**src/hw/rtl/lrt_ram.sv**
```systemverilog
`default_nettype none
module lrt_ram #(
  parameter int Width = 8,
  parameter int Depth = 64
) (
  input  wire                       clk_i,
  input  wire                       we_i,
  input  wire  [$clog2(Depth)-1:0]  waddr_i,
  input  wire  [Width-1:0]          wdata_i,
  input  wire  [$clog2(Depth)-1:0]  raddr_i,
  output logic [Width-1:0]          rdata_o
);

  logic [Width-1:0] mem [Depth];

  always_ff @(posedge clk_i) begin
    if (we_i) begin
      mem[waddr_i] <= wdata_i;
    end
    rdata_o <= mem[raddr_i];
  end

endmodule
`default_nettype wire

```
**config.mk**
```make
export PLATFORM = sky130hd
export DESIGN_NAME = lrt_ram
export DESIGN_NICKNAME = d
export VERILOG_FILES = /design/src/hw/rtl/lrt_ram.sv
export SDC_FILE = /design/constraint.sdc
export NUM_CORES = 1
export LEC_CHECK = 0
export ABC_AREA = 0
export BUFFER_PORTS_ARGS = -buffer_cell sky130_fd_sc_hd__buf_2
export CORE_MARGIN = 1.5
export CORE_UTILIZATION = 50
export CTS_CLUSTER_SIZE = 25
export DETAILED_ROUTE_END_ITERATION = 7
export GPL_TIMING_DRIVEN = 0
export PLACE_DENSITY = 0.66
export RECOVER_POWER = 25
export SLEW_MARGIN = 20
export SYNTH_ARGS = -nofsm -noshare
export SYNTH_HDL_FRONTEND = slang
export SYNTH_SLANG_ARGS = --single-unit
```
**constraint.sdc**
```tcl
create_clock -name clk_i -period 5.3 [get_ports clk_i]
set_input_delay 1.59 -clock clk_i [delete_from_list [all_inputs] [get_ports clk_i]]
set_output_delay 1.59 -clock clk_i [all_outputs]
set_load 0.02 [all_outputs]
```
==> results of run 1 <==
[routing by layer]
layer / track usage [%] / up-vias / share of wire (%)
met1: 34.4 / 5189 / 41
met3: 4.72 / 83 / 9.2
met2: 34.8 / 505 / 46
met5: 0 / - / 0.055
met4: 7.67 / 4 / 3.0
li1: - / 4079 / -
[layout make-up]
type	instances	share of cell area (%)
clock buffers	68	5.88
flip-flops and latches	520	69.2
well taps	525	2.93
multi-input cells	369	19.3
repair buffers	21	0.424
plain buffers	51	1.41
clock inverters	21	0.842
diodes	1	0.0112
[cells in the final DEF (no fill, tap or decap), types with 13 or more instances in the layout]
| cell type | n |
|---|---|
| edfxtp_1 | 512 |
| clkbuf_1 | 43 |
| nor2_1 | 83 |
| mux4_2 | 126 |
| nor2b_1 | 14 |
| mux2_2 | 13 |
| nand3_1 | 13 |
| buf_4 | 13 |
| buf_2 | 24 |
| nand2_1 | 19 |
| clkbuf_16 | 50 |
| mux2i_1 | 23 |
[logic make-up (layout without fill, tap and decap cells)]
| group | after synthesis | count (layout) |
|---|---|---|
| buf+inv | 51 | 161 |
| compound gates | 54 | 54 |
| simple gates | 153 | 153 |
| other cells | 0 | 1 |
| mux | 162 | 162 |
| flops | 520 | 520 |
[final timing paths]
path	startpoint	endpoint	slack, ns	depth (start not counted)
worst max register to register	mem[0][3]	rdata_o[3]	2.94	4
worst min register to register	mem[5][7]	rdata_o[7]	1.00	4
worst max-delay path	raddr_i[2]	rdata_o[3]	1.36	7
worst min-delay path	mem[5][7]	rdata_o[7]	1.00	4
[critical path, stage by stage]
cell      delay [ns]
buf_2           0.17
buf_4           0.27
clkbuf_1        0.66
buf_2           0.57
o221ai_1        0.21
o21a_1          0.19
o41ai_1         0.64
[registers in the layout (all words and copies together) (netlist names)]
name     flops
mem        512
rdata_o      8
[stage by stage]
step                      instance area, um^2  power (mW)
after floorplan                         20200        4.90
after global placement                  20900        5.10
after detailed placement                20900        5.11
after CTS                               22400        8.40
after global routing                    22400        8.57
final                                   22400        8.36
[power by group through the flow]
stage	clock (mW)	combinational (mW)	sequential [mW]
3_3_place_gp	0	0.449	4.65
3_5_place_dp	0	0.457	4.65
2_1_floorplan	0	0.243	4.66
4_1_cts	3.38	0.457	4.56
5_1_grt	3.52	0.481	4.57
6_report	3.34	0.457	4.57
==> results.txt, run 1 <==
Clock Tree Buf Depth: 3
Seq pwr share: 54.6%
total CTS buffers: 50
Die W: 204 um
Netlist Area Pre-Place: 20200 um^2
Clock transition at path regs: 0.06 ns
pwr dens: 373 nW/um^2
Post-CTS Resized: 0
Least-Margin Pin Slew: 3.01 ns
Setup TNS: 0 ns
maximum vdd drop: 0.000221 V
combinational family with the most area after synthesis: multiplexers
most frequent cells after synthesis: edfxtp_1, mux4_2, nor2_1
worst hold slack: 1.00 ns
Yosys warnings: 0
xor and xnor area share after synthesis: 0%
largest cells by area after synthesis: edfxtp_1, mux4_2, nor2_1
cell row count: 73
sequential fraction of the synthesis area: 77.0%
I/O Buffers: 21
post-synthesis mux area share: 15.9%
EDFF count, synth: 512
Clk Latency, worst-skew pair: 0.58 ns
area leader, netlist: edfxtp_1
post-route ant nets: 0
pre-CTS setup slack: 0.809 ns
Via density: 6.26
Clock Skew: 0.0285 ns
clock period minus worst slack: 3.94 ns
final hold violation count: 0
P_sw: 1.76 mW
Peak Freq: 0.254 GHz
clk sinks: 520
multi-input logic area: 4330 um^2
largest net degree at the start of global routing: 65
Adder-Cell Fraction of Synth Area: 0%
Yosys top cell area share: 76.2%
most numerous cell in the Yosys netlist: edfxtp_1
Core Util, Final: 56.5%
vias in the first global route: 9629
Setup crit start kind: input port
RSZ-0062 raised after global routing: false
htree depth: 2
via count: 9860
global-route wire length before repair: 67500 um
flops & latches, synth: 520
area growth from synthesis to layout: 11.3%
First-pass DRT Iterations: 7
Final Net Count: 1035
Root Driver: clkbuf_16
Syn Area/Cell: 21.5 um^2
Initial Util: 50.8%
DRT iter0 DRCs: 1409
Pleak: 6.92 nW
Critical Setup Path Class: in2reg
post-route setup slack: 1.36 ns
initial antenna violation count: 4
violated checks: capacitance limit, slew limit
Critical Path Fanout Max: 10
gr ovfl total: 0
Worst EP arrival: 4.32 ns
Relative slew margins: -101%
Gate power share: 5.5%
Compound-Gate Fraction of Synth Area: 2.07%
Setup Buffers After CTS: 0
Primary FF master, synth: edfxtp_1
final slew viol count: 520
Filler cells: 2912
Clock power frac: 39.9%
Max-cap violations: 8
Die ar.: 41500 um^2
GPL Wtd Cong: 0.906
cts hold-fix bufs: 0
Setup violations, final: 0
dpl hpwl: 29400 um
Mapped Cells: 940
DRC: 0
CP Capture Type: register
Core ar.: 39700 um^2
Reg area: 15500 um^2
WL final: 47000 um
Synth cell types: 40
I/O pin count: 30
final worst-path cycle share: 74.4%
ys async rst share: 0%
Internal: 6.61 mW
Post-Syn Nets: 962
routed length per placed instance: 29.8 um
Inst Count DP: 1486
CP required: 5.67 ns
GRT Util Overall: 23.2%
type of the worst min-delay path: reg2reg
CTS tree: built
layout cells sized above 1: 23.7%
simple logic cell fraction of the synthesized area: 3.39%
status: finished, violations left
fin cells: 1576
Die Ht: 204 um
Sw Share: 21.0%
No activity file was read; power rests on OpenSTA's default activity.
==> run 2: changes to the inputs <==
--- a/config.mk
+++ b/config.mk
@@ -12,7 +12,7 @@
 export CTS_CLUSTER_SIZE = 25
 export DETAILED_ROUTE_END_ITERATION = 7
 export GPL_TIMING_DRIVEN = 0
-export PLACE_DENSITY = 0.66
+export PLACE_DENSITY = 0.68
 export RECOVER_POWER = 25
 export SLEW_MARGIN = 20
 export SYNTH_ARGS = -nofsm -noshare
==> constraint.sdc (replaced) <==
create_clock -name clk_i -period 3.2 [get_ports clk_i]
set_input_delay 0.96 -clock clk_i [delete_from_list [all_inputs] [get_ports clk_i]]
set_output_delay 0.96 -clock clk_i [all_outputs]
set_load 0.02 [all_outputs]
==> run 2 against run 1 <==
Net effect: the flow now finishes without violations; cell area is 0.54% higher; clock skew hardly changed; clock power up 75%; combinational power increased by 66%; register-to-register slack got worse by 2.0 ns; final cell count barely moved; critical path depth is 2 higher; via count is 0.28% higher; worst hold slack got worse by 0.18 ns.
==> results.txt, run 2 (synthesis results as in run 1) <==
status: finished clean
total CTS buffers: 51 (+2.0%)
routed length per placed instance: 29.7 um (-0.45%)
dpl hpwl: 29300 um (-0.64%)
largest stage delay on the critical path: 0.40 ns (-0.26 ns)
First-pass DRT Iterations: 6 (-1)
Critical Path Fanout Max: 10 (unchanged)
Critical Path, Cell by Cell: buf_4 > buf_2 > buf_4 > buf_2 > nand3_1 > o221ai_1 > a21oi_1 > o21ai_1 > o41ai_1
final worst-path cycle share: 96.1%
Power Total: 14.2 mW (+69%)
Initial Util: 50.8% (unchanged)
htree depth: 2 (unchanged)
Critical-path top delay cell: nand3_1
Die ar.: 41500 um^2 (unchanged)
Internal: 11.2 mW (+69%)
gr ovfl total: 0 (unchanged)
area growth from synthesis to layout: 11.9%
Hold Crit Depth: 2 (-2)
Clock power frac: 41.3% (+1.4 points)
largest net degree at the start of global routing: 65 (unchanged)
most frequent cells in the layout: edfxtp_1, mux4_2, nor2_1
type of the worst min-delay path: in2reg
CP Capture Type: register
Clock transition at path regs: 0.06 ns (about the same)
cell row count: 73 (unchanged)
pwr dens: 628 nW/um^2 (+68%)
Sw Share: 21.1% (+0.054 points)
Worst EP arrival: 3.48 ns (-0.84 ns)
Peak Freq: 0.325 GHz
Max-cap violations: 0 (-8)
final hold violation count: 0 (unchanged)
WL final: 46800 um (-0.38%)
Clock Skew: 0.0285 ns (+0.0000679 ns)
CP required: 3.60 ns (-2.07 ns)
Core ar.: 39700 um^2 (unchanged)
antenna fix cells: 0 (-1)
DRC: 0 (unchanged)
GPL Wtd Cong: 0.942 (+4.0%)
commonest non-fill, non-tap cell in the layout: edfxtp_1
CP Launch Point: raddr_i[1]
Final Net Count: 1034 (-0.097%)
RR Endpoint: rdata_o[7]
RSZ-0062 raised after global routing: false
Clock Tree Buf Depth: 3 (unchanged)
Gate power share: 5.3% (-0.2 points)
Core Util, Final: 56.8% (+0.31 points)
Least-Margin Pin Slew: 1.41 ns (-1.60 ns)
biggest regs: mem (512), rdata_o (8)
Setup Buffers After CTS: 0 (unchanged)
Largest register FFs: 512 (unchanged)
GRT Util Overall: 23.4% (+0.21 points)
CTS tree: built
worst hold slack: 0.824 ns (-0.177 ns)
pre-CTS setup slack: -0.613 ns (-1.42 ns)
Setup crit start kind: input port
clock period minus worst slack: 3.08 ns
Seq pwr share: 53.4% (-1.2 points)
P_sw: 2.98 mW (+70%)
I/O Buffers: 21 (unchanged)
Via density: 6.27 (+0.22%)
Setup TNS: 0 ns (unchanged)
Pleak: 7.01 nW (+1.3%)
Clk Latency, worst-skew pair: 0.58 ns (about the same)
clk sinks: 520 (unchanged)
Relative slew margins: 5.69% (+110 points)
Reg2Reg Depth: 4 (unchanged)
Inst Count DP: 1486 (unchanged)
Die W: 204 um (unchanged)
worst r2r src: mem[37][7]
final slew viol count: 0 (-100%)
Root Driver: clkbuf_16
post-route ant nets: 0 (unchanged)
DRT iter0 DRCs: 1237 (-12%)
maximum vdd drop: 0.000377 V (+70%)
via count: 9888 (+0.28%)
Most flops, register: mem
I/O pin count: 30 (unchanged)
fin cells: 1577 (+0.063%)
Setup violations, final: 0 (unchanged)
post-route cell area: 22600 um^2 (+0.54%)
post-route setup slack: 0.123 ns (-1.23 ns)
dpl cell area: 20900 um^2 (about the same)
Die Ht: 204 um (unchanged)
layout cells sized above 1: 25.3% (+1.6 points)
initial antenna violation count: 2 (-2)
Critical Setup Path Class: in2reg
vias in the first global route: 9864 (+2.4%)
CP endpoint: rdata_o[5]
reg-to-reg slack, setup: 0.95 ns (-1.99 ns)
global-route wire length before repair: 68300 um (+1.3%)
-- run 2: cell count changes in the layout (fill, tap and decap cells not counted), moves of 2 or more --
cell	change
clkbuf_1	-21
clkbuf_16	+3
clkbuf_2	+7
clkbuf_8	+2
clkinv_1	+7
clkinv_2	+4
-- run 2: what timing repair did --
action	4_1_cts	5_1_grt
resized for setup	0	1
endpoints found under the setup margin	2	2
pin swaps	0	0
hold buffers	0	0
-- run 2: worst max-delay path: cells and delay by family --
| kind | cells | cell delay (ns) |
|---|---|---|
| AOI/OAI and AO/OA | 4 | 0.86 |
| buffers and inverters | 4 | 1.22 |
| and+or+nand+nor | 1 | 0.40 |
-- run 2: routing by layer --
layer  vias to the layer above  track usage [%]  part of all wire, %
li1                       4073                -                    -
met1                      5174             34.2                   40
met2                       536             36.0                   47
met3                       101             4.74                  9.6
met4                         4             7.25                  2.9
met5                         -                0                0.066
-- run 2: worst min-delay path by stage --
stage | startpoint | endpoint
after floorplan | mem[34][0] | rdata_o[0]
after detailed placement | mem[7][7] | rdata_o[7]
final | raddr_i[5] | rdata_o[3]
after global placement | mem[4][7] | rdata_o[7]
after CTS | raddr_i[5] | rdata_o[5]
after global routing | raddr_i[5] | rdata_o[3]
-- run 2: cell type report --
class                   instances  area (um^2)
fillers                      2915        17200
flip-flops and latches        520        15500
multi-input cells             369         4330
clock buffers                  61         1380
well taps                     525          657
plain buffers                  49          312
clock inverters                32          248
repair buffers                 21          108
-- run 2: power by group through the flow --
stage / registers (mW) / logic [mW] / clock network [mW]
finish: 7.56 / 0.757 / 5.85
global route: 7.56 / 0.796 / 6.16
CTS: 7.56 / 0.752 / 5.90
detailed placement: 7.70 / 0.751 / 0
global placement: 7.70 / 0.737 / 0
floorplan: 7.71 / 0.402 / 0
==> run 3: changes to the inputs <==
--- a/config.mk
+++ b/config.mk
@@ -11,7 +11,7 @@
 export CORE_UTILIZATION = 50
 export CTS_CLUSTER_SIZE = 25
 export DETAILED_ROUTE_END_ITERATION = 7
-export GPL_TIMING_DRIVEN = 0
+export GPL_TIMING_DRIVEN = 1
 export PLACE_DENSITY = 0.68
 export RECOVER_POWER = 25
 export SLEW_MARGIN = 20
==> run 3 against run 2 <==
Net effect: the flow now finishes with violations (capacitance limit, slew limit); total power decreased by 3.6%; worst setup slack improved by 0.51 ns; final cell count increased by 4.1%; wire length decreased by 7.2%; largest power group unchanged; die area unchanged.
==> results.txt, run 3 (synthesis results as in run 1) <==
status: finished, violations left
violated checks: capacitance limit, slew limit
Max-cap violations: 2 (+2)
Clock Skew: 0.0167 ns (-0.0118 ns)
htree depth: 2 (unchanged)
layout cells sized above 1: 30.0% (+4.8 points)
dpl cell area: 21600 um^2 (+3.3%)
Die Ht: 204 um (unchanged)
maximum vdd drop: 0.000357 V (-5.3%)
DRC: 0 (unchanged)
Post-CTS Resized: 0 (unchanged)
Worst EP arrival: 3.00 ns (-0.48 ns)
commonest non-fill, non-tap cell in the layout: edfxtp_1
Clock power frac: 39.3% (-2.0 points)
Inst Count DP: 1552 (+4.4%)
final slew viol count: 73 (+73)
Initial Util: 50.8% (unchanged)
pwr dens: 592 nW/um^2 (-5.7%)
Peak Freq: 0.389 GHz (+20%)
uppermost layer routed: met5
dpl hpwl: 27200 um (-7.2%)
Worst path most repeated cell: buf_12
First-pass DRT Iterations: 5 (-1)
Critical Path, Cell by Cell: clkbuf_8 > buf_12 > buf_12 > mux4_2 > o221a_2 > nor3_1 > o32ai_1
cts hold-fix bufs: 0 (unchanged)
GPL Wtd Cong: 0.846 (-10%)
Critical Setup Path Class: in2reg
routed length on met3: 2860 um (-36%)
total CTS buffers: 49 (-3.9%)
cell row count: 73 (unchanged)
vias in the first global route: 10015 (+1.5%)
global-route wire length before repair: 65000 um (-4.9%)
Final Net Count: 1100 (+6.4%)
Setup violations, final: 0 (unchanged)
Setup Buffers After CTS: 0 (unchanged)
Via density: 5.95 (-5.2%)
Die ar.: 41500 um^2 (unchanged)
Seq pwr share: 55.4% (+2.0 points)
I/O pin count: 30 (unchanged)
Die W: 204 um (unchanged)
CP required: 3.63 ns (+0.03 ns)
type of the worst min-delay path: in2reg
Pleak: 7.38 nW (+5.3%)
clock period minus worst slack: 2.57 ns (-0.509 ns)
Relative slew margins: -21.0% (-27 points)
final worst-path cycle share: 80.2% (-16 points)
post-route ant nets: 0 (unchanged)
RSZ-0062 raised after global routing: false
Largest register FFs: 512 (unchanged)
Setup crit start kind: input port
initial antenna violation count: 5 (+3)
Internal: 10.8 mW (-3.4%)
Clock Tree Buf Depth: 3 (unchanged)
CP Capture Type: register
M1 WL: 18400 um (-2.9%)
fin cells: 1641 (+4.1%)
DRT iter0 DRCs: 984 (-20%)
pre-CTS setup slack: 0.0303 ns (+0.643 ns)
largest net degree at the start of global routing: 65 (unchanged)
CTS tree: built
WL final: 43400 um (-7.2%)
clk sinks: 520 (unchanged)
Least-Margin Pin Slew: 1.81 ns (+0.400 ns)
P_sw: 2.85 mW (-4.6%)
Setup TNS: 0 ns (unchanged)
Core ar.: 39700 um^2 (unchanged)
routed length per placed instance: 26.5 um (-11%)
largest stage delay on the critical path: 0.54 ns (+0.14 ns)
Power Total: 13.6 mW (-3.6%)
Most flops, register: mem
post-route setup slack: 0.632 ns (+0.509 ns)
post-route cell area: 23100 um^2 (+2.2%)
wire length on met2: 21100 um (-4.2%)
Root Driver: clkbuf_16
most frequent cells in the layout: edfxtp_1, mux4_2, buf_4
Clock transition at path regs: 0.06 ns (about the same)
via count: 9758 (-1.3%)
gr ovfl total: 0 (unchanged)
final hold violation count: 0 (unchanged)
I/O Buffers: 29 (+38%)
Sw Share: 20.8% (-0.21 points)
Clk Latency, worst-skew pair: 0.57 ns (about the same)
Critical Path Fanout Max: 46 (+36)
GRT Util Overall: 21.7% (-1.8 points)
biggest regs: mem (512), rdata_o (8)
Filler cells: 2885 (-1.0%)
area growth from synthesis to layout: 14.3%
Critical-path top delay cell: mux4_2
Gate power share: 5.3% (about the same)
run 3: metal layers:
metal  vias to the layer above  global-route usage (%)
li1                       4194                       -
met1                      5147                    31.1
met2                       334                    34.5
met3                        75                    3.65
met4                         8                    6.46
met5                         -                       0
run 3: stage by stage:
| stage | hold slack, ns | util (%) |
|---|---|---|
| CTS | 0.730 | 58.1 |
| global route | 0.805 | 58.0 |
| detailed placement | 0.823 | 54.5 |
| floorplan | 0.718 | - |
| global placement | 0.786 | 54.5 |
| finish | 0.804 | 58.0 |
run 3: path summary, 6_finish.rpt:
kind / from / end / slack, ns / cells after the start
worst max-delay path: raddr_i[0] / rdata_o[6] / 0.63 / 7
worst min register to register: mem[26][4] / rdata_o[4] / 0.84 / 3
worst max register to register: mem[21][6] / rdata_o[6] / 1.04 / 5
worst min-delay path: raddr_i[5] / rdata_o[2] / 0.80 / 3
run 3: worst max-delay path, delay by kind of cell:
family	cells	cell delay [ns]
buffers and inverters	3	0.62
multiplexers	1	0.54
AO/OA/AOI/OAI	2	0.41
AND/OR/NAND/NOR	1	0.44
run 3: cell type report:
class                      instances  area (um^2)  share of cell area, %
timing repair buffer             138         1080                   4.69
clock buffer                      61         1310                   5.70
multi-input combinational        369         4320                   18.7
sequential                       520        15500                   67.4
tap                              525          657                   2.85
antenna                            1         2.50                 0.0109
clock inverter                    27          146                  0.635
run 3: power by group through the flow:
stage                     logic (mW)  registers [mW]  clock network (mW)
after detailed placement       0.738            7.70                   0
after global routing           0.772            7.56                5.70
after floorplan                0.402            7.71                   0
final                          0.725            7.56                5.36
after CTS                      0.739            7.56                5.44
after global placement         0.728            7.70                   0
